[src/rtl/ramped_fractional_delay_line_assert.svh]
// Assertion macros shared by the delay line RTL.
// Each macro expects clk and rst_n to be visible where it is used.
`ifndef RAMPED_FRACTIONAL_DELAY_LINE_ASSERT_SVH
`define RAMPED_FRACTIONAL_DELAY_LINE_ASSERT_SVH

// The consequent must hold in the same cycle as the antecedent.
`define RFDL_ASSERT_SAME(label, ante, cons, msg) \
    label: assert property (@(posedge clk) disable iff (!rst_n) (ante) |-> (cons)) \
        else $error(msg);

// The consequent must hold in the cycle after the antecedent.
`define RFDL_ASSERT_NEXT(label, ante, cons, msg) \
    label: assert property (@(posedge clk) disable iff (!rst_n) (ante) |=> (cons)) \
        else $error(msg);

`endif

[src/rtl/rfdl_pkg.sv]
`default_nettype none

package rfdl_pkg;

    // Field and storage widths.
    localparam int SAMPLE_BITS    = 24;
    localparam int ADDR_BITS      = 16;
    localparam int DELAY_BITS     = 24;
    localparam int FRAC_BITS      = 8;
    localparam int GAIN_BITS      = 18;
    localparam int GAIN_FRAC_BITS = 16;
    localparam int PADDR_BITS     = 3;
    localparam int PDATA_BITS     = 32;

    // Derived widths of the arithmetic.
    localparam int INTERP_BITS = SAMPLE_BITS + FRAC_BITS + 2;
    localparam int PROD_BITS   = SAMPLE_BITS + GAIN_BITS + 1;
    localparam int SCALED_BITS = PROD_BITS - GAIN_FRAC_BITS;

    // Numeric constants.
    localparam logic [DELAY_BITS-1:0] ONE_SAMPLE = DELAY_BITS'(1 << FRAC_BITS);
    localparam logic [GAIN_BITS-1:0]  GAIN_RESET = GAIN_BITS'(1 << GAIN_FRAC_BITS);
    localparam logic signed [INTERP_BITS-1:0] INTERP_ROUND =
        INTERP_BITS'(1 << (FRAC_BITS - 1));
    localparam logic signed [PROD_BITS-1:0] GAIN_ROUND =
        PROD_BITS'(1 << (GAIN_FRAC_BITS - 1));
    localparam logic signed [SAMPLE_BITS-1:0] RANGE_LIMIT =
        SAMPLE_BITS'(10 << (SAMPLE_BITS - 5));
    localparam logic signed [SAMPLE_BITS-1:0] RANGE_LOW = -RANGE_LIMIT;
    localparam logic signed [SAMPLE_BITS-1:0] SAMPLE_MAX =
        {1'b0, {(SAMPLE_BITS-1){1'b1}}};
    localparam logic signed [SAMPLE_BITS-1:0] SAMPLE_MIN =
        {1'b1, {(SAMPLE_BITS-1){1'b0}}};

    // Register indexes on the configuration port.
    typedef enum logic
    {
        REG_TARGET = 1'b0,
        REG_GAIN   = 1'b1
    } reg_idx_t;

    // Configuration seen by the datapath.
    typedef struct packed
    {
        logic [DELAY_BITS-1:0] target;
        logic [GAIN_BITS-1:0]  gain;
        logic                  target_write;
        logic [DELAY_BITS-1:0] target_data;
    } cfg_t;

    // Commands from the controller to the datapath.
    typedef struct packed
    {
        logic take_input;
        logic ramp;
        logic pass_load;
        logic rd_a;
        logic rd_b;
        logic chk_a;
        logic chk_b;
        logic interp;
        logic gain_mul;
        logic sat;
        logic store_write;
        logic clear_step;
        logic out_load;
    } dp_cmd_t;

    // Status from the datapath to the controller.
    typedef struct packed
    {
        logic ramp_zero;
        logic clr_last;
        logic fault;
        logic out_free;
    } dp_status_t;

    // One step of the delay toward the target, snapping within one sample.
    function automatic logic [DELAY_BITS-1:0] ramp_step(
        input logic [DELAY_BITS-1:0] cur,
        input logic [DELAY_BITS-1:0] tgt
    );
        logic [DELAY_BITS-1:0] res;
        res = cur;
        if (cur < tgt)
        begin
            if ((tgt - cur) > ONE_SAMPLE)
                res = cur + ONE_SAMPLE;
            else
                res = tgt;
        end
        else if (cur > tgt)
        begin
            if ((cur - tgt) > ONE_SAMPLE)
                res = cur - ONE_SAMPLE;
            else
                res = tgt;
        end
        return res;
    endfunction

    // A stored sample is valid inside (-10, 10].
    function automatic logic in_range(input logic signed [SAMPLE_BITS-1:0] s);
        return (s > RANGE_LOW) && (s <= RANGE_LIMIT);
    endfunction

endpackage

`default_nettype wire

[src/rtl/rfdl_ctrl.sv]
`default_nettype none

module rfdl_ctrl
(
    input  wire logic                   clk,
    input  wire logic                   rst_n,
    input  wire logic                   in_valid,
    output logic                        in_stall,
    input  wire rfdl_pkg::dp_status_t   status,
    output rfdl_pkg::dp_cmd_t           cmd
);
    import rfdl_pkg::*;

    typedef enum logic [3:0]
    {
        S_INIT,
        S_IDLE,
        S_RAMP1,
        S_RAMP2,
        S_RDA,
        S_RDB,
        S_CHKB,
        S_INTERP,
        S_GAIN,
        S_SAT,
        S_FLUSH,
        S_WRITE,
        S_OUT
    } state_t;

    state_t state_reg;
    state_t state_next;

    // State register.
    always_ff @(posedge clk or negedge rst_n)
    begin
        if (!rst_n)
            state_reg <= S_INIT;
        else
            state_reg <= state_next;
    end

    // Next state and datapath commands.
    always_comb
    begin
        state_next = state_reg;
        cmd        = '0;
        unique case (state_reg)
            S_INIT:
            begin
                cmd.clear_step = 1'b1;
                if (status.clr_last)
                    state_next = S_IDLE;
            end
            S_IDLE:
            begin
                if (in_valid)
                begin
                    cmd.take_input = 1'b1;
                    state_next     = S_RAMP1;
                end
            end
            S_RAMP1:
            begin
                cmd.ramp = 1'b1;
                if (status.ramp_zero)
                begin
                    cmd.pass_load = 1'b1;
                    state_next    = S_GAIN;
                end
                else
                begin
                    state_next = S_RAMP2;
                end
            end
            S_RAMP2:
            begin
                cmd.ramp   = 1'b1;
                state_next = S_RDA;
            end
            S_RDA:
            begin
                cmd.rd_a   = 1'b1;
                state_next = S_RDB;
            end
            S_RDB:
            begin
                cmd.rd_b   = 1'b1;
                cmd.chk_a  = 1'b1;
                state_next = S_CHKB;
            end
            S_CHKB:
            begin
                cmd.chk_b  = 1'b1;
                state_next = S_INTERP;
            end
            S_INTERP:
            begin
                cmd.interp = 1'b1;
                state_next = S_GAIN;
            end
            S_GAIN:
            begin
                cmd.gain_mul = 1'b1;
                state_next   = S_SAT;
            end
            S_SAT:
            begin
                cmd.sat = 1'b1;
                if (status.fault)
                    state_next = S_FLUSH;
                else
                    state_next = S_WRITE;
            end
            S_FLUSH:
            begin
                cmd.clear_step = 1'b1;
                if (status.clr_last)
                    state_next = S_WRITE;
            end
            S_WRITE:
            begin
                cmd.store_write = 1'b1;
                state_next      = S_OUT;
            end
            S_OUT:
            begin
                if (status.out_free)
                begin
                    cmd.out_load = 1'b1;
                    state_next   = S_IDLE;
                end
            end
            default:
            begin
                state_next = S_IDLE;
            end
        endcase
    end

    // A new word is taken only between items.
    assign in_stall = (state_reg != S_IDLE);

endmodule

`default_nettype wire

[config.mk]
export PLATFORM = sky130hd
export DESIGN_NAME = rfdl_ctrl
export DESIGN_NICKNAME = d
export VERILOG_FILES = /design/src/rtl/ramped_fractional_delay_line_assert.svh /design/src/rtl/rfdl_pkg.sv /design/src/rtl/rfdl_ctrl.sv
export SDC_FILE = /design/constraint.sdc
export NUM_CORES = 1
export LEC_CHECK = 0
export BUFFER_PORTS_ARGS = -buffer_cell sky130_fd_sc_hd__buf_2
export CAP_MARGIN = 20
export CORE_AREA = 2 2 39 41
export DETAILED_ROUTE_END_ITERATION = 10
export DIE_AREA = 0 0 41 43
export PLACE_DENSITY = 0.65
export SLEW_MARGIN = 20
export SYNTH_ARGS = -nofsm -noshare
export SYNTH_HDL_FRONTEND = slang
export SYNTH_SLANG_ARGS = --single-unit
[constraint.sdc]
create_clock -name clk -period 1.9 [get_ports clk]
set_clock_uncertainty 0.05 [all_clocks]
set_input_delay 0.095 -clock clk [delete_from_list [all_inputs] [get_ports clk]]
set_output_delay 0.095 -clock clk [all_outputs]
set_load 0.005 [all_outputs]
==> results.tsv, run 1 <==
stage	metric	value	unit
floorplan	Die ar.	1763	um2
clock_network	clock transition at the registers of the reported paths	0.04	ns
clock_network	clock sinks	4	
setup_path	CP max stage cell	or4b_4	
floorplan	IO Count	21	
sta	final setup vio count	0	
power_and_ir_drop	Sw Ratio	45.42	%
setup_path	family with the most delay on the worst path	simple AND/OR/NAND/NOR gates	
routing	drt wl/cell	10.98	um
synthesis	Net Count, Synth	61	
sta	RSZ-0062 raised after global routing	false	
synthesis	Post-Synthesis Cells	54	
clock_network	CTS buffer count	3	
floorplan	die width	41	um
routing	first-pass detailed-route iteration total	4	
layout	ANT cells	0	
setup_path	CP max stage delay	0.55	ns
synthesis	post-synthesis cell area	404.1	um2
setup_path	CP Buf/Inv Count	0	
routing	Vias/cell	4.857	
clock_network	CTS Root Cell	clkbuf_4	
global_routing	initial antenna violation count	0	
setup_path	reg-to-reg endpoint	state_reg[3]$_DFFE_PN0P_	
sta	crit path time final	1.682	ns
setup_path	Worst Setup Start Kind	register	
setup_path	crit-path cells	or4b_4, o31ai_2, a2bb2oi_2, mux2_4	
synthesis	flops & latches, synth	4	
placed_design	placed wire-length estimate	763.3	um
routing	Residual DRC	0	
layout	Core Util, Final	39.06	%
sta	fin crit share	88.54	%
layout	leading cell types in the layout, fill and taps excluded	buf_2, nor2_1, nand2_1	
sta	Final Max Tran Viols	0	
setup_path	Worst EP required	1.97	ns
placed_design	gpl congestion	0.8475	
setup_path	Crit Path Category	register to register	
setup_path	RR Startpoint	state_reg[2]$_DFFE_PN0P_	
power_and_ir_drop	Design Power	0.8952	mW
routing	First DRT Iteration DRCs	8	
synthesis	sequential fraction of the synthesis area	24.77	%
sta	TNS Setup	0	ns
clock_network	post_cts resized	0	
global_routing	GRT Resource Usage Total	12.89	%
setup_path	Reg2Reg Depth	4	
power_and_ir_drop	power per cell area	1656	nW/um2
routing	Via Count	442	
clock_network	H-tree levels	1	
global_routing	first-pass GRT wire length	1552	um
placed_design	placed cells	87	
layout	area grow syn2layout	33.75	%
layout	ratio of cells with drive above 1 in the final layout	38.67	%
sta	hold slack	0.1461	ns
run	max cap viols	0	
sta	Slew headroom	73.09	%
power_and_ir_drop	VDD IR max	648.6	uV
layout	commonest non-fill, non-tap cell in the layout	buf_2	
synthesis	synth warn	0	
setup_path	crit path capture type	register	
power_and_ir_drop	clock share of power	11.7	%
synthesis	Synth cell types	28	
floorplan	Chip Height	43	um
clock_network	clk buf depth	2	
setup_path	Max FO, Critical Path	10	
global_routing	vias in the first global route	355	
layout	final non-filler cell total	91	
layout	Final Net Count	84	
power_and_ir_drop	switching component of the power	0.4066	mW
clock_network	CTS tree	built	
floorplan	Initial Utilization	29.20	%
routing	Post-Route WL	999	um
power_and_ir_drop	LEAKAGE	0.2983	nW
power_and_ir_drop	Gate power share	66.1	%
clock_network	Hold-fix buffers, CTS	1	
setup_path	reg-to-reg slack, setup	0.22	ns
power_and_ir_drop	Cell Int Power	0.4886	mW
routing	Routed Antenna Nets	0	
layout	max reg flops	4	
power_and_ir_drop	Seq pwr share	22.3	%
clock_network	Clk Latency, worst-skew pair	0.23	ns
setup_path	crit path DAT	1.75	ns
global_routing	global route total overflow	0	
sta	Least-Margin Pin Slew	0.4037	ns
sta	Achievable Freq	594.5	MHz
min_path	class of the worst hold path	primary input to async pin	
outcome	outcome	finished clean	
floorplan	core area	1384	um2
clock_network	postcts setup bufs	0	
floorplan	row count	14	
synthesis	Mean Syn Cell Area	7.484	um2
global_routing	largest net degree at the start of global routing	13	
placed_design	Port Buf Inserts	20	
sta	Final Hold Viols	0	
synth_stat cells (all sizes together):
library cell	instances	area share, %
a21o	1	1.9
a22o	1	2.2
a2bb2oi	2	5.9
a31oi	1	1.5
a41o	1	2.5
and3	1	1.5
buf	4	6.8
clkbuf	1	0.93
dfrtp	4	25
inv	4	3.7
mux2	1	3.7
mux2i	1	2.5
nand2	8	7.4
nand2b	1	1.5
nor2	9	8.4
nor3	4	5.0
nor4b	1	2.2
o21a	1	1.9
o21ai	3	3.7
o22ai	1	1.5
o31ai	1	3.1
or2b	1	1.9
or4b	1	3.4
xnor2	1	2.2
kinds of logic after synthesis:
| family | synth area share, % |
|---|---|
| flops | 24.77 |
| xor+xnor | 2.168 |
| compound gates | 24.15 |
| mux | 6.191 |
| simple gates | 31.27 |
| buf+inv | 11.45 |
worst max path at each step:
| stage | startpoint | to | slack [ns] | cells past startpoint |
|---|---|---|---|---|
| 3_3_place_gp | state_reg[2]$_DFFE_PN0P_ | state_reg[3]$_DFFE_PN0P_ | 0.26 | 4 |
| 2_1_floorplan | state_reg[2]$_DFFE_PN0P_ | state_reg[3]$_DFFE_PN0P_ | 0.27 | 5 |
| 5_1_grt | state_reg[2]$_DFFE_PN0P_ | state_reg[3]$_DFFE_PN0P_ | 0.16 | 4 |
| 4_1_cts | state_reg[2]$_DFFE_PN0P_ | state_reg[3]$_DFFE_PN0P_ | 0.22 | 4 |
| 6_report | state_reg[2]$_DFFE_PN0P_ | state_reg[3]$_DFFE_PN0P_ | 0.22 | 4 |
| 3_5_place_dp | state_reg[2]$_DFFE_PN0P_ | state_reg[3]$_DFFE_PN0P_ | 0.22 | 4 |
layer usage:
metal | wire length, um | vias up | track usage (%)
met2 | 477 | 11 | 17.81
li1 | - | 229 | -
met3 | 52 | 0 | 5.236
met4 | 0 | 0 | 4.000
met5 | 0 | - | 0
met1 | 469 | 202 | 17.86
final cells by class:
cell class                      instances  area [um2]
Fill cell                             154       843.3
Multi-Input combinational cell         41       257.7
Sequential cell                         4       100.1
Timing Repair Buffer                   23       125.1
Inverter                                4       15.01
Tap cell                               16       20.02
Clock buffer                            3       22.52
stage by stage:
step / area, um2 / setup slack, ns
after detailed placement: 508.0 / 0.2248
final: 540.5 / 0.2178
after floorplan: 404.1 / 0.2655
after global placement: 508.0 / 0.2575
after CTS: 540.5 / 0.2249
after global routing: 540.5 / 0.1599
power by group through the flow:
stage | Clock (mW) | Combinational, mW | Sequential, mW
CTS | 0.112 | 0.596 | 0.196
floorplan | 0 | 0.496 | 0.148
global placement | 0 | 0.592 | 0.195
finish | 0.105 | 0.591 | 0.199
detailed placement | 0 | 0.594 | 0.197
global route | 0.116 | 0.668 | 0.206
worst reg2reg max path, stage by stage (launching register included):
cell	delay [ns]
dfrtp_1	0.46
or4b_4	0.55
o31ai_2	0.08
a2bb2oi_2	0.12
mux2_4	0.30
No activity file was read; power rests on OpenSTA's default activity.
==> run 2, diff against run 1 <==
BUFFER_PORTS_ARGS = unset   (was -buffer_cell sky130_fd_sc_hd__buf_2)
DONT_BUFFER_PORTS = 1   (was unset)
PLACE_DENSITY = 0.52   (was 0.65)
==> results.tsv, run 2 (synthesized netlist as in run 1, its figures left out) <==
stage	metric	value	unit	change
routing	Residual DRC	0		unchanged
global_routing	initial antenna violation count	0		unchanged
setup_path	Max FO, Critical Path	10		unchanged
floorplan	IO Count	21		unchanged
layout	multi-input logic area	257.7	um2	unchanged
setup_path	Worst EP required	1.97	ns	about the same
layout	Final Net Count	65		was 84
power_and_ir_drop	power per cell area	1893	nW/um2	was 1656 nW/um2
min_path	class of the worst hold path	primary input to async pin		unchanged
routing	Via Count	399		was 442
floorplan	core area	1384	um2	unchanged
layout	area grow syn2layout	10.84	%	was 33.75%
clock_network	clk buf depth	2		unchanged
setup_path	crit-path cells	or4b_4, o31ai_2, a2bb2oi_2, mux2_4		unchanged
setup_path	crit path DAT	1.74	ns	was 1.75 ns
layout	max reg flops	4		unchanged
clock_network	H-tree levels	1		unchanged
routing	first-pass detailed-route iteration total	4		unchanged
routing	Post-Route WL	1036	um	was 999 um
floorplan	row count	14		unchanged
outcome	outcome	finished clean		unchanged
clock_network	CTS buffer count	3		unchanged
global_routing	first-pass GRT wire length	1718	um	was 1552 um
global_routing	GRT Resource Usage Total	14.40	%	was 12.89%
floorplan	Chip Height	43	um	unchanged
routing	First DRT Iteration DRCs	14		was 8
clock_network	clock transition at the registers of the reported paths	0.04	ns	about the same
sta	hold slack	0.07612	ns	was 0.1461 ns
clock_network	post_cts resized	0		unchanged
layout	final non-filler cell total	72		was 91
sta	final setup vio count	0		unchanged
sta	crit path time final	1.673	ns	was 1.682 ns
layout	Layout fillers	154		unchanged
placed_design	placed cells	68		was 87
clock_network	Clk Latency, worst-skew pair	0.24	ns	was 0.23 ns
setup_path	CP max stage cell	or4b_4		unchanged
clock_network	CTS tree	built		unchanged
placed_design	placed wire-length estimate	798.6	um	was 763.3 um
setup_path	RR Startpoint	state_reg[2]$_DFFE_PN0P_		unchanged
layout	leading cell types in the layout, fill and taps excluded	nor2_1, nand2_1, inv_1, nor3_1, dfrtp_1		was buf_2, nor2_1, nand2_1
floorplan	Initial Utilization	29.20	%	unchanged
sta	Least-Margin Pin Slew	0.3718	ns	was 0.4037 ns
power_and_ir_drop	VDD IR max	775.4	uV	was 648.6 uV
routing	drt wl/cell	14.39	um	was 10.98 um
floorplan	Die ar.	1763	um2	unchanged
placed_design	Port Buf Inserts	0		was 20
setup_path	crit path capture type	register		unchanged
sta	fin crit share	88.08	%	was 88.54%
run	max cap viols	0		unchanged
sta	Setup WS post-layout	0.2265	ns	was 0.2178 ns
power_and_ir_drop	LEAKAGE	0.2074	nW	was 0.2983 nW
clock_network	clock sinks	4		unchanged
sta	TNS Setup	0	ns	unchanged
floorplan	die width	41	um	unchanged
setup_path	Worst Setup Start Kind	register		unchanged
sta	RSZ-0062 raised after global routing	false		unchanged
sta	Slew headroom	74.86	%	was 73.09%
clock_network	postcts setup bufs	0		unchanged
setup_path	Crit Path Category	register to register		unchanged
sta	Achievable Freq	597.6	MHz	was 594.5 MHz
sta	Final Max Tran Viols	0		unchanged
global_routing	largest net degree at the start of global routing	11		was 13
placed_design	gpl congestion	0.8119		was 0.8475
layout	Reg area	100.1	um2	unchanged
power_and_ir_drop	Design Power	0.8481	mW	was 0.8952 mW
routing	Routed Antenna Nets	0		unchanged
global_routing	vias in the first global route	379		was 355
global_routing	global route total overflow	0		unchanged
layout	ANT cells	0		unchanged
setup_path	CP max stage delay	0.54	ns	was 0.55 ns
layout	commonest non-fill, non-tap cell in the layout	nor2_1		was buf_2
setup_path	Setup crit start	state_reg[2]$_DFFE_PN0P_		unchanged
clock_network	CTS Root Cell	clkbuf_4		unchanged
layout	ratio of cells with drive above 1 in the final layout	17.86	%	was 38.67%
routing	Vias/cell	5.542		was 4.857
sta	Final Hold Viols	0		unchanged
placed_design	pre-CTS setup slack	0.2279	ns	was 0.2248 ns
run 2: power by group:
group          total, mW  switching [mW]  internal [mW]  leakage [nW]
combinational      0.563           0.316          0.247         0.144
clock              0.105          0.0345         0.0706        0.0138
sequential         0.180          0.0509          0.129        0.0493
total              0.848           0.401          0.447         0.207
run 2: worst max-delay path: cells and delay by family, from the launching register on:
family | cells | cell delay, ns
DFF | 1 | 0.46
AOI/OAI and AO/OA | 2 | 0.20
muxes | 1 | 0.30
and+or+nand+nor | 1 | 0.54
run 2: cell type report:
type	count	area share [%]
Clock buffer	3	5.028
Sequential cell	4	22.35
Timing Repair Buffer	4	7.263
Inverter	4	3.352
Tap cell	16	4.469
Multi-Input combinational cell	41	57.54
run 2: metrics by stage:
| step | area, um2 | utilization [%] |
|---|---|---|
| floorplan | 404.1 | - |
| global placement | 415.4 | 30.02 |
| detailed placement | 415.4 | 30.02 |
| CTS | 447.9 | 32.37 |
| global route | 447.9 | 32.37 |
| finish | 447.9 | 32.37 |
run 2: path summary, 6_finish.rpt:
check	end	depth (start not counted)	slack (ns)
min in group clk	state_reg[1]$_DFFE_PN0P_	2	0.09
hold reg to reg	state_reg[2]$_DFFE_PN0P_	2	0.60
setup reg to reg	state_reg[3]$_DFFE_PN0P_	4	0.23
hold / removal	state_reg[1]$_DFFE_PN0P_	1	0.08
max in group asynchronous	state_reg[2]$_DFFE_PN0P_	1	1.55
setup / recovery	state_reg[3]$_DFFE_PN0P_	4	0.23
run 2: layer usage:
layer	global-route usage [%]	wire [um]	up-vias
met4	2.000	0	0
met2	19.38	501	22
li1	-	-	189
met1	19.81	435	188
met3	8.901	100	0
met5	0	0	-
run 2: timing repair:
action,4_1_cts,5_1_grt
setup endpoints to repair,0,0
endpoints found under the hold margin,4,0
hold buffers,1,0
