### src/rtl/ramped_fractional_delay_line_assert.svh
// Assertion macros shared by the delay line RTL.
// Each macro expects clk and rst_n to be visible where it is used.
`ifndef RAMPED_FRACTIONAL_DELAY_LINE_ASSERT_SVH
`define RAMPED_FRACTIONAL_DELAY_LINE_ASSERT_SVH

// The consequent must hold in the same cycle as the antecedent.
`define RFDL_ASSERT_SAME(label, ante, cons, msg) \
    label: assert property (@(posedge clk) disable iff (!rst_n) (ante) |-> (cons)) \
        else $error(msg);

// The consequent must hold in the cycle after the antecedent.
`define RFDL_ASSERT_NEXT(label, ante, cons, msg) \
    label: assert property (@(posedge clk) disable iff (!rst_n) (ante) |=> (cons)) \
        else $error(msg);

`endif

### src/rtl/rfdl_pkg.sv
`default_nettype none

package rfdl_pkg;

    // Field and storage widths.
    localparam int SAMPLE_BITS    = 24;
    localparam int ADDR_BITS      = 16;
    localparam int DELAY_BITS     = 24;
    localparam int FRAC_BITS      = 8;
    localparam int GAIN_BITS      = 18;
    localparam int GAIN_FRAC_BITS = 16;
    localparam int PADDR_BITS     = 3;
    localparam int PDATA_BITS     = 32;

    // Derived widths of the arithmetic.
    localparam int INTERP_BITS = SAMPLE_BITS + FRAC_BITS + 2;
    localparam int PROD_BITS   = SAMPLE_BITS + GAIN_BITS + 1;
    localparam int SCALED_BITS = PROD_BITS - GAIN_FRAC_BITS;

    // Numeric constants.
    localparam logic [DELAY_BITS-1:0] ONE_SAMPLE = DELAY_BITS'(1 << FRAC_BITS);
    localparam logic [GAIN_BITS-1:0]  GAIN_RESET = GAIN_BITS'(1 << GAIN_FRAC_BITS);
    localparam logic signed [INTERP_BITS-1:0] INTERP_ROUND =
        INTERP_BITS'(1 << (FRAC_BITS - 1));
    localparam logic signed [PROD_BITS-1:0] GAIN_ROUND =
        PROD_BITS'(1 << (GAIN_FRAC_BITS - 1));
    localparam logic signed [SAMPLE_BITS-1:0] RANGE_LIMIT =
        SAMPLE_BITS'(10 << (SAMPLE_BITS - 5));
    localparam logic signed [SAMPLE_BITS-1:0] RANGE_LOW = -RANGE_LIMIT;
    localparam logic signed [SAMPLE_BITS-1:0] SAMPLE_MAX =
        {1'b0, {(SAMPLE_BITS-1){1'b1}}};
    localparam logic signed [SAMPLE_BITS-1:0] SAMPLE_MIN =
        {1'b1, {(SAMPLE_BITS-1){1'b0}}};

    // Register indexes on the configuration port.
    typedef enum logic
    {
        REG_TARGET = 1'b0,
        REG_GAIN   = 1'b1
    } reg_idx_t;

    // Configuration seen by the datapath.
    typedef struct packed
    {
        logic [DELAY_BITS-1:0] target;
        logic [GAIN_BITS-1:0]  gain;
        logic                  target_write;
        logic [DELAY_BITS-1:0] target_data;
    } cfg_t;

    // Commands from the controller to the datapath.
    typedef struct packed
    {
        logic take_input;
        logic ramp;
        logic pass_load;
        logic rd_a;
        logic rd_b;
        logic chk_a;
        logic chk_b;
        logic interp;
        logic gain_mul;
        logic sat;
        logic store_write;
        logic clear_step;
        logic out_load;
    } dp_cmd_t;

    // Status from the datapath to the controller.
    typedef struct packed
    {
        logic ramp_zero;
        logic clr_last;
        logic fault;
        logic out_free;
    } dp_status_t;

    // One step of the delay toward the target, snapping within one sample.
    function automatic logic [DELAY_BITS-1:0] ramp_step(
        input logic [DELAY_BITS-1:0] cur,
        input logic [DELAY_BITS-1:0] tgt
    );
        logic [DELAY_BITS-1:0] res;
        res = cur;
        if (cur < tgt)
        begin
            if ((tgt - cur) > ONE_SAMPLE)
                res = cur + ONE_SAMPLE;
            else
                res = tgt;
        end
        else if (cur > tgt)
        begin
            if ((cur - tgt) > ONE_SAMPLE)
                res = cur - ONE_SAMPLE;
            else
                res = tgt;
        end
        return res;
    endfunction

    // A stored sample is valid inside (-10, 10].
    function automatic logic in_range(input logic signed [SAMPLE_BITS-1:0] s);
        return (s > RANGE_LOW) && (s <= RANGE_LIMIT);
    endfunction

endpackage

`default_nettype wire

### src/rtl/rfdl_regs.sv
`default_nettype none

module rfdl_regs
(
    input  wire logic                               clk,
    input  wire logic                               rst_n,
    input  wire logic                               psel,
    input  wire logic                               penable,
    input  wire logic                               pwrite,
    input  wire logic [rfdl_pkg::PADDR_BITS-1:0]    paddr,
    input  wire logic [rfdl_pkg::PDATA_BITS-1:0]    pwdata,
    output logic      [rfdl_pkg::PDATA_BITS-1:0]    prdata,
    output logic                                    pready,
    output rfdl_pkg::cfg_t                          cfg
);
    import rfdl_pkg::*;

    logic [DELAY_BITS-1:0] target_reg;
    logic [GAIN_BITS-1:0]  gain_reg;
    reg_idx_t              idx;
    logic                  wr_en;

    // Registers sit on 32-bit word addresses.
    assign idx    = reg_idx_t'(paddr[PADDR_BITS-1]);
    assign wr_en  = psel && penable && pwrite;
    assign pready = 1'b1;

    // Register writes.
    always_ff @(posedge clk or negedge rst_n)
    begin
        if (!rst_n)
        begin
            target_reg <= '0;
            gain_reg   <= GAIN_RESET;
        end
        else if (wr_en)
        begin
            unique case (idx)
                REG_TARGET: target_reg <= pwdata[DELAY_BITS-1:0];
                REG_GAIN:   gain_reg   <= pwdata[GAIN_BITS-1:0];
            endcase
        end
    end

    // Read data.
    always_comb
    begin
        unique case (idx)
            REG_TARGET: prdata = PDATA_BITS'(target_reg);
            REG_GAIN:   prdata = PDATA_BITS'(gain_reg);
        endcase
    end

    // The datapath loads a new target directly when the delay is zero.
    assign cfg.target       = target_reg;
    assign cfg.gain         = gain_reg;
    assign cfg.target_write = wr_en && (idx == REG_TARGET);
    assign cfg.target_data  = pwdata[DELAY_BITS-1:0];

endmodule

`default_nettype wire

### config.mk
export PLATFORM = sky130hd
export DESIGN_NAME = rfdl_regs
export DESIGN_NICKNAME = d
export VERILOG_FILES = /design/src/rtl/ramped_fractional_delay_line_assert.svh /design/src/rtl/rfdl_pkg.sv /design/src/rtl/rfdl_regs.sv
export SDC_FILE = /design/constraint.sdc
export NUM_CORES = 1
export LEC_CHECK = 0
export BUFFER_PORTS_ARGS = -buffer_cell sky130_fd_sc_hd__clkbuf_2
export CAP_MARGIN = 25
export CORE_ASPECT_RATIO = 0.7
export CORE_MARGIN = 10
export CORE_UTILIZATION = 46
export DETAILED_ROUTE_END_ITERATION = 8
export GPL_ROUTABILITY_DRIVEN = 0
export GPL_TIMING_DRIVEN = 0
export PLACE_DENSITY = 0.86
export SYNTH_ARGS = -nofsm -noshare
export SYNTH_HDL_FRONTEND = slang
export SYNTH_SLANG_ARGS = --single-unit
### constraint.sdc
create_clock -name clk -period 2.8 [get_ports clk]
set_clock_uncertainty 0.1 [all_clocks]
set_input_delay 0.56 -clock clk [delete_from_list [all_inputs] [get_ports clk]]
set_output_delay 0.56 -clock clk [all_outputs]
set_load 0.03 [all_outputs]
==> impl_results.md, run 1 <==
- CP Capture Point: prdata[9]
- Worst path arrival time: 1.51 ns
- Core Region: 0.00448 sq mm
- IO Pins: 140
- Post-CTS Setup Bufs: 0
- Initial antenna violation count: 0
- CP max FO: 10
- Worst-path clk slew: 0.08 ns
- Peak VDD IR: 0.322 mV
- Nets: 326
- Post-DP HPWL: 4720 um
- CTS Hold Bufs: 0
- Power density cells: 778 mW/mm^2
- Clock Tree Root: clkbuf_8
- Ys Warns: 0
- Reg2reg path depth: 1
- Initial cell density of the core: 49.1%
- Final hold viol count: 0
- Post-route DRC: 0
- Ranking of synthesized cells by area: dfrtp_1 (47%), mux2_2 (21%), mux2_4 (13%), buf_4 (11%), nor2b_1 (1.7%)
- Die X: 103 um
- Slew Limit Fails: 0
- First-pass GRT wire length: 8920 um
- Overall Global Routing Usage: 13.9%
- FP Rows: 20
- Filler cells: 350
- CP startpoint: paddr[2]
- Worst r2r src: gain_reg[17]
- Critical Path End Type: output pin
- Post-Synthesis Cells: 152
- Drt wl/cell: 17.0 um
- Pin count of the biggest net entering global routing: 43
- Clock sinks: 42
- P_leak: 1.68 nW
- Via density: 4.67
- Hold slack: 0.0838 ns
- WS Path Type: input port to output pin
- ANT cells: 0
- Final min period: 2.17 ns
- Clock Latency Late Sink: 0.29 ns
- CP Data Required Time: 2.14 ns
- Post-DRT Antenna Nets: 0
- Worst min-delay path class: input port to asynchronous set/reset pin
- DR pass1 iterations: 4
- H-tree levels: 2
- Total CTS buffers: 5
- Maximum clock frequency: 461 MHz
- Area Overhead vs Synth: 36.7%
- Outcome: finished clean
- Worst reg2reg setup slack: 1.91 ns
- Startpoint class of the critical path: input port
- Fin util: 67.1%
- Iter 0 DRT Violations: 17
- Via count: 1596
- Leading area contributor after synthesis: dfrtp_1
- Flop and latch count out of synthesis: 42
- Share of the synthesized area in the top cell type: 46.7%
- RSZ-0062 raised after global routing: no
- Area of the mapped netlist: 0.00220 sq mm
- Crit share post-route: 77.5%
- Setup_tns: 0 ns
- Worst-case clock buffer depth: 2
- Number of global-route vias before repair: 1764
- Seq/Total Area, Yosys: 47.9%
- Die area: 0.00799 sq mm
- Mean post-synth cell area: 14.5 sq um
- FF-to-FF End: gain_reg[17]
- Grt total ovfl: 0
- Post_cts resized: 0
- CTS tree: done
- Max reg flops: 24
- Synth cell types: 13
- Max Cap Viol: 0
- Share of layout cells above drive strength 1: 80.1%
- Final wirelength: 5820 um
- Final setup violating endpoints: 0
- Die Y: 77.8 um
- IO Port Bufs: 119
-- metrics by stage --
| step | setup WS, ns | power (W) | std cells | instance area, sq um |
|---|---|---|---|---|
| 2_1_floorplan | 0.834 | 0.00161 | 159 | 2220 |
| 3_3_place_gp | 0.637 | 0.00193 | 333 | 2890 |
| 3_5_place_dp | 0.616 | 0.00195 | 333 | 2890 |
| 4_1_cts | 0.610 | 0.00236 | 341 | 2980 |
| 5_1_grt | 0.587 | 0.00246 | 342 | 3000 |
| 6_report | 0.631 | 0.00234 | 342 | 3000 |
-- per-layer routing --
layer	up-vias	track usage [%]	part of all wire [%]
met5	-	0	0
met4	0	2.95	0.38
met3	4	7.52	14
met2	87	22.1	46
met1	756	16.3	40
li1	749	-	-
-- report_power, final --
group | internal [W] | switching [W]
clock network | 0.000198 | 0.000209
logic | 0.000388 | 0.000691
registers | 0.000743 | 0.000108
-- critical path, stage by stage --
cell and delay (ns):
buf_6 0.11, buf_2 0.27, mux2_2 0.37, clkbuf_2 0.19
-- worst min-delay path by stage --
stage | to | slack (ns) | depth (start not counted)
floorplan | gain_reg[0] | 0.16 | 0
finish | target_reg[6] | 0.08 | 1
CTS | target_reg[10] | 0.36 | 1
global placement | gain_reg[15] | 0.41 | 1
detailed placement | gain_reg[14] | 0.42 | 1
global route | target_reg[6] | 0.09 | 1
-- area by class of cell --
cell class	count	area, sq um	area share (%)
sequential	42	1050	35.0
clock buffer	6	82.6	2.75
inverter	1	3.75	0.125
clock inverter	2	12.5	0.416
timing repair buffer	120	616	20.5
buffer	39	305	10.2
tap	55	68.8	2.29
multi-input combinational	77	863	28.7
-- synth_stat cells --
cell type  instances
dfrtp_1           41
mux2_2            41
buf_4             33
mux2_4            19
nor2b_1            6
buf_6              3
buf_2              2
conb_1             2
clkbuf_8           1
dfstp_2            1
inv_1              1
nand4_4            1
nand4b_4           1
-- cell usage in the layout, fill, tap and decap left out --
cell	n
mux2_2	41
buf_12	1
dfstp_2	1
mux2_4	19
conb_1	9
clkinvlp_4	1
nand4b_4	1
nor2b_1	6
clkbuf_2	119
nand4_4	1
buf_2	2
clkbuf_8	7
buf_6	3
dfrtp_1	41
clkinv_2	1
buf_4	33
inv_1	1
-- cells by family after synthesis --
logic type	after synthesis	share of synthesized area (%)
flip-flops	42	47.9
AND/OR/NAND/NOR	8	3.76
multiplexers	60	34.0
other	2	0.342
buffers and inverters	40	14.1
No activity file was read; power rests on OpenSTA's default activity.
==> run 2: changes to the inputs <==
Settings changed: ABC_AREA set to 1, CORE_UTILIZATION 46 to 39, PLACE_DENSITY 0.86 to 0.77.
Clock period 2.8 ns to 1.8 ns, I/O delays scaled along.
==> run 2 against run 1 <==
Compared with the run above:
- via count grew 43%
- clock-buffer cell count grew 1
- critical path depth rose by 2
- first-iteration DRC count increased to 6.9 times the previous value
- register-to-register slack got worse by 0.93 ns
- flip-flop and latch count unchanged
- die area up 16%
==> impl_results.md, run 2 <==
- Outcome: finished clean
- RSZ-0062 raised after global routing: no
- Peak VDD IR: 0.440 mV
- Share of the synthesized area in the top cell type: 45.6%
- P_leak: 1.93 nW
- Clock Tree Root: clkbuf_8
- Worst path arrival time: 1.25 ns
- Ranking of synthesized cells by area: dfrtp_1 (46%), nand2_1 (23%), buf_4 (11%), nand3_1 (9.3%), buf_2 (2.0%)
- IO Pins: 140
- Setup_tns: 0 ns
- CP delay by family, top: buffers and inverters
- Count leader, synth: nand2_1
- EDFF count, synth: 0
- Dominant synthesized flop cell: dfrtp_1
- Hold slack: 0.206 ns
- Crit-path cells: buf_2 -> inv_2 -> clkbuf_4 -> nand2_1 -> nand2_1 -> clkbuf_2
- Critical Path End Type: output pin
- Max incr delay on CP: 0.24 ns
- Initial antenna violation count: 0
- Post-DP HPWL: 5670 um
- Overall Global Routing Usage: 15.7%
- IO Port Bufs: 119
- CP dominant cell by count: nand2_1
- Slew Limit Fails: 0
- Iter 0 DRT Violations: 118
- Crit share post-route: 94.9%
- Via density: 4.53
- Startpoint class of the critical path: input port
- Power density cells: 1040 mW/mm^2
- Post-route DRC: 0
- Pin count of the biggest net entering global routing: 43
- Mean post-synth cell area: 7.70 sq um
- Tot Pwr: 0.00324 W
- CP max stage cell: clkbuf_4
- Maximum clock frequency: 586 MHz
- Most frequent cells in the layout: nand2_1 (138), clkbuf_2 (121), nand3_1 (42), dfrtp_1 (41), buf_4 (39)
- Max Cap Viol: 0
- H-tree levels: 2
- Nets: 470
- Die X: 111 um
- Initial cell density of the core: 39.7%
- Final hold viol count: 0
- WS Path Type: input port to output pin
- Worst min-delay path class: input port to flop
- Asr flop ratio synth: 100%
- Number of global-route vias before repair: 2373
- WP buf/inv: 4
- Fin util: 54.7%
- Share of layout cells above drive strength 1: 42.8%
- Worst-case clock buffer depth: 2
- Grt total ovfl: 0
- Commonest non-fill, non-tap cell in the layout: nand2_1
- First-pass GRT wire length: 12200 um
- Leading area contributor after synthesis: dfrtp_1
- Clock sinks: 42
- Area of the mapped netlist: 0.00225 sq mm
- Drt wl/cell: 14.5 um
- Final wirelength: 7320 um
- FP Rows: 23
- Final min period: 1.71 ns
- Final setup violating endpoints: 0
- Filler cells: 571
- Area Overhead vs Synth: 38.0%
- Post-DRT Antenna Nets: 0
- Clock Latency Late Sink: 0.28 ns
- Total CTS buffers: 5
- Post-Synthesis Cells: 292
- Die area: 0.00925 sq mm
- Max reg flops: 24
- Worst-path clk slew: 0.07 ns
- Die Y: 83.5 um
- Ys Warns: 0
- CP max FO: 10
- Via count: 2289
- ANT cells: 0
- Synth cell count leaders: nand2_1 (138), nand3_1 (42), dfrtp_1 (41)
- CP Data Required Time: 1.34 ns
- Synth cell types: 16
- Flop and latch count out of synthesis: 42
- Core Region: 0.00567 sq mm
- CTS tree: done
- Seq/Total Area, Yosys: 46.8%
- DR pass1 iterations: 4
-- run 2: cell types whose count changed after synthesis, moves of 2 or more --
cell	change
nand2_1	+138
nand3_1	+42
mux2_2	-41
mux2_4	-19
buf_2	+7
inv_1	+6
nor2_1	+6
nor2b_1	-6
clkbuf_1	+2
inv_2	+2
-- run 2: repair_timing --
item | 4_1_cts | 5_1_grt
endpoints found under the setup margin | 11 | 14
setup buffers | 0 | 4
gates cloned | 0 | 0
hold endpoints to repair | 0 | 9
hold buffers | 0 | 1
resized for setup | 2 | 3
-- run 2: kinds of logic (layout without fill, tap and decap cells) --
logic type,count (synthesis),in the layout,synth area share [%]
simple gates,190,190,35.7
buf+inv,58,189,17.2
flops,42,42,46.8
other cells,2,9,0.334
-- run 2: metal layers --
metal / track usage [%] / share of wire (%) / up-vias / wire [um]
met5: 0 / 0 / - / 0
met4: 2.83 / 0.59 / 0 / 43
met3: 6.18 / 9.3 / 4 / 684
met2: 24.6 / 46 / 100 / 3390
met1: 20.0 / 44 / 1047 / 3200
li1: - / - / 1138 / -
-- run 2: path summary, 6_finish.rpt --
kind                                   start             end  slack (ns)  depth (start not counted)
max in group asynchronous              rst_n    gain_reg[16]        0.69                          3
worst min-delay path              pwdata[16]    gain_reg[16]        0.21                          3
worst min register to register  gain_reg[16]    gain_reg[16]        0.39                          2
worst max register to register  gain_reg[16]    gain_reg[16]        0.98                          2
worst max-delay path                paddr[2]      prdata[13]        0.09                          6
min in group asynchronous              rst_n  target_reg[11]        0.39                          2
-- run 2: worst reg2reg max path: cells and delay by family, from the launching register on --
family           cells  cell delay [ns]
DFF                  1             0.56
and+or+nand+nor      2             0.12
-- run 2: final cells by class --
class | count | area, sq um | area share [%]
Multi-Input combinational cell | 199 | 836 | 26.9
Inverter | 9 | 33.8 | 1.09
Sequential cell | 42 | 1050 | 33.9
Timing Repair Buffer | 125 | 656 | 21.1
Buffer | 48 | 355 | 11.5
Tap cell | 75 | 93.8 | 3.02
Clock buffer | 7 | 76.3 | 2.46
-- run 2: stage by stage --
step           area (sq um)  instances  setup WS, ns
3_3_place_gp           2960        493       -0.0289
5_1_grt                3100        505        0.0117
4_1_cts                3040        500        0.0143
2_1_floorplan          2270        299         0.202
3_5_place_dp           2960        493       -0.0491
6_report               3100        505        0.0925
-- run 2: where the power goes --
part / internal, W / switching (W)
Combinational: 0.000392 / 0.00101
Sequential: 0.00112 / 0.000148
Clock: 0.000268 / 0.000302
Total: 0.00178 / 0.00146
==> run 3: changes to the inputs <==
Settings changed: CORE_UTILIZATION 39 to 46, PLACE_DENSITY 0.77 to 0.85.
Clock period 1.8 ns to 2.1 ns, I/O delays scaled along.
==> run 3 against run 2 <==
Compared with the run above:
- clock-buffer cell count up 1
- first-iteration DRC count up 10%
- die area down 12%
- global-route usage up 2.0 points
- cell count down 1.6%
- sequential power down 14%
- total power down 14%
- utilization up 9.7 points
- flip-flop and latch count unchanged
- worst hold slack better by 0.054 ns
- cell area down 1.2%
- largest power group unchanged
==> impl_results.md, run 3 (same netlist as run 2, synthesis figures left out) <==
- Overall Global Routing Usage: 17.7%
- Worst min-delay path class: input port to flop
- ANT cells: 0
- RSZ-0062 raised after global routing: no
- Crit share post-route: 91.4%
- Reg2reg path depth: 2
- Worst slew pin tran: 0.504 ns
- CP max FO: 10
- Post_cts resized: 0
- Slew Limit Fails: 0
- Max Cap Viol: 0
- Hold slack: 0.261 ns
- Power density cells: 907 mW/mm^2
- Worst reg2reg setup slack: 1.28 ns
- Max incr delay on CP: 0.42 ns
- IO Pins: 140
- Worst path arrival time: 1.40 ns
- CP Data Required Time: 1.58 ns
- CP Capture Point: prdata[4]
- Pin count of the biggest net entering global routing: 43
- Placed inst area: 0.00296 sq mm
- FF-to-FF End: gain_reg[16]
- Worst r2r src: gain_reg[16]
- CTS Hold Bufs: 0
- Slew headroom: 66.4%
- Outcome: finished clean
- Critical path depth in cells: 5
- Commonest non-fill, non-tap cell in the layout: nand2_1
- CP max stage cell: clkbuf_1
- Nets: 467
- WS Path Type: input port to output pin
- Cell area after layout: 0.00307 sq mm
- Clock sinks: 42
- Post-DRT Antenna Nets: 0
- Initial antenna violation count: 0
- Clock Latency Late Sink: 0.29 ns
- Most frequent cells in the layout: nand2_1 (138), clkbuf_2 (119), nand3_1 (42), dfrtp_1 (41), buf_4 (34)
- Setup_tns: 0 ns
- Worst-path clk slew: 0.07 ns
- First-pass GRT wire length: 12000 um
- Post-route DRC: 0
- Post-CTS Setup Bufs: 0
- Area Overhead vs Synth: 36.4%
- Final setup violating endpoints: 0
- Clock Tree Root: clkbuf_8
- Die area: 0.00813 sq mm
- Total CTS buffers: 5
- Worst-case clock buffer depth: 2
- Final wirelength: 7170 um
- Via count: 2294
- CP startpoint: paddr[2]
- Grt total ovfl: 0
- Maximum clock frequency: 521 MHz
- Post-DP HPWL: 5670 um
- Share of layout cells above drive strength 1: 41.8%
- WP buf/inv: 3
- Placed insts: 487
- H-tree levels: 2
- Core Region: 0.00476 sq mm
- Number of global-route vias before repair: 2339
- Critical Path End Type: output pin
- Iter 0 DRT Violations: 130
- Drt wl/cell: 14.4 um
- Peak VDD IR: 0.465 mV
- IO Port Bufs: 119
- Final Non-Filler Cells: 497
- Final hold viol count: 0
- DR pass1 iterations: 4
- CTS tree: done
- Final min period: 1.92 ns
- Initial cell density of the core: 47.3%
- Die X: 104 um
- Max reg flops: 24
- P_leak: 1.91 nW
- Crit-path cells: buf_2 -> clkbuf_1 -> nand2_1 -> nand2_1 -> clkbuf_2
- FP Rows: 21
- CP dominant cell by count: nand2_1
- CP delay by family, top: buffers and inverters
- Die Y: 78.5 um
- Startpoint class of the critical path: input port
- Via density: 4.62
run 3: cell types whose count changed in the layout (fill, tap and decap cells not counted):
cell / delta
buf_4: -5
clkbuf_4: -1
clkbuf_2: -2
buf_2: +3
clkbuf_1: +3
run 3: final cells by class:
class,count,area (sq um)
flip-flops and latches,42,1050
well taps,69,86.3
plain buffers,49,353
inverters,9,33.8
repair buffers,121,626
fillers,449,1690
clock buffers,8,80.1
multi-input cells,199,836
run 3: where the power goes:
group / total (W) / leakage (nW) / internal [W] / switching, W
logic: 0.00120 / 1.34 / 0.000332 / 0.000863
clock network: 0.000494 / 0.0395 / 0.000236 / 0.000257
registers: 0.00109 / 0.526 / 0.000964 / 0.000131
run 3: worst min-delay path, cell delays in order:
cell	delay [ns]
clkbuf_2	0.10
nand3_1	0.08
nand2_1	0.05
run 3: stage by stage:
step	worst slack, ns	power (W)	utilization (%)
5_1_grt	0.0621	0.00295	64.5
4_1_cts	0.166	0.00280	63.9
3_5_place_dp	0.169	0.00231	62.2
6_report	0.181	0.00278	64.5
3_3_place_gp	0.171	0.00228	62.2
2_1_floorplan	0.382	0.00190	-
run 3: how the worst min path moves through the flow:
stage	slack [ns]	startpoint	to	cells past startpoint
2_1_floorplan	0.02	rst_n	gain_reg[0]	0
3_3_place_gp	0.37	gain_reg[16]	gain_reg[16]	2
3_5_place_dp	0.38	gain_reg[16]	gain_reg[16]	2
4_1_cts	0.24	rst_n	gain_reg[0]	1
5_1_grt	0.27	pwdata[16]	gain_reg[16]	3
6_report	0.26	pwdata[16]	gain_reg[16]	3
run 3: per-layer routing:
| layer | global-route usage, % | part of all wire (%) |
|---|---|---|
| met1 | 22.1 | 44 |
| met2 | 28.7 | 46 |
| met3 | 6.53 | 8.6 |
| met4 | 3.65 | 0.50 |
| met5 | 0 | 0 |
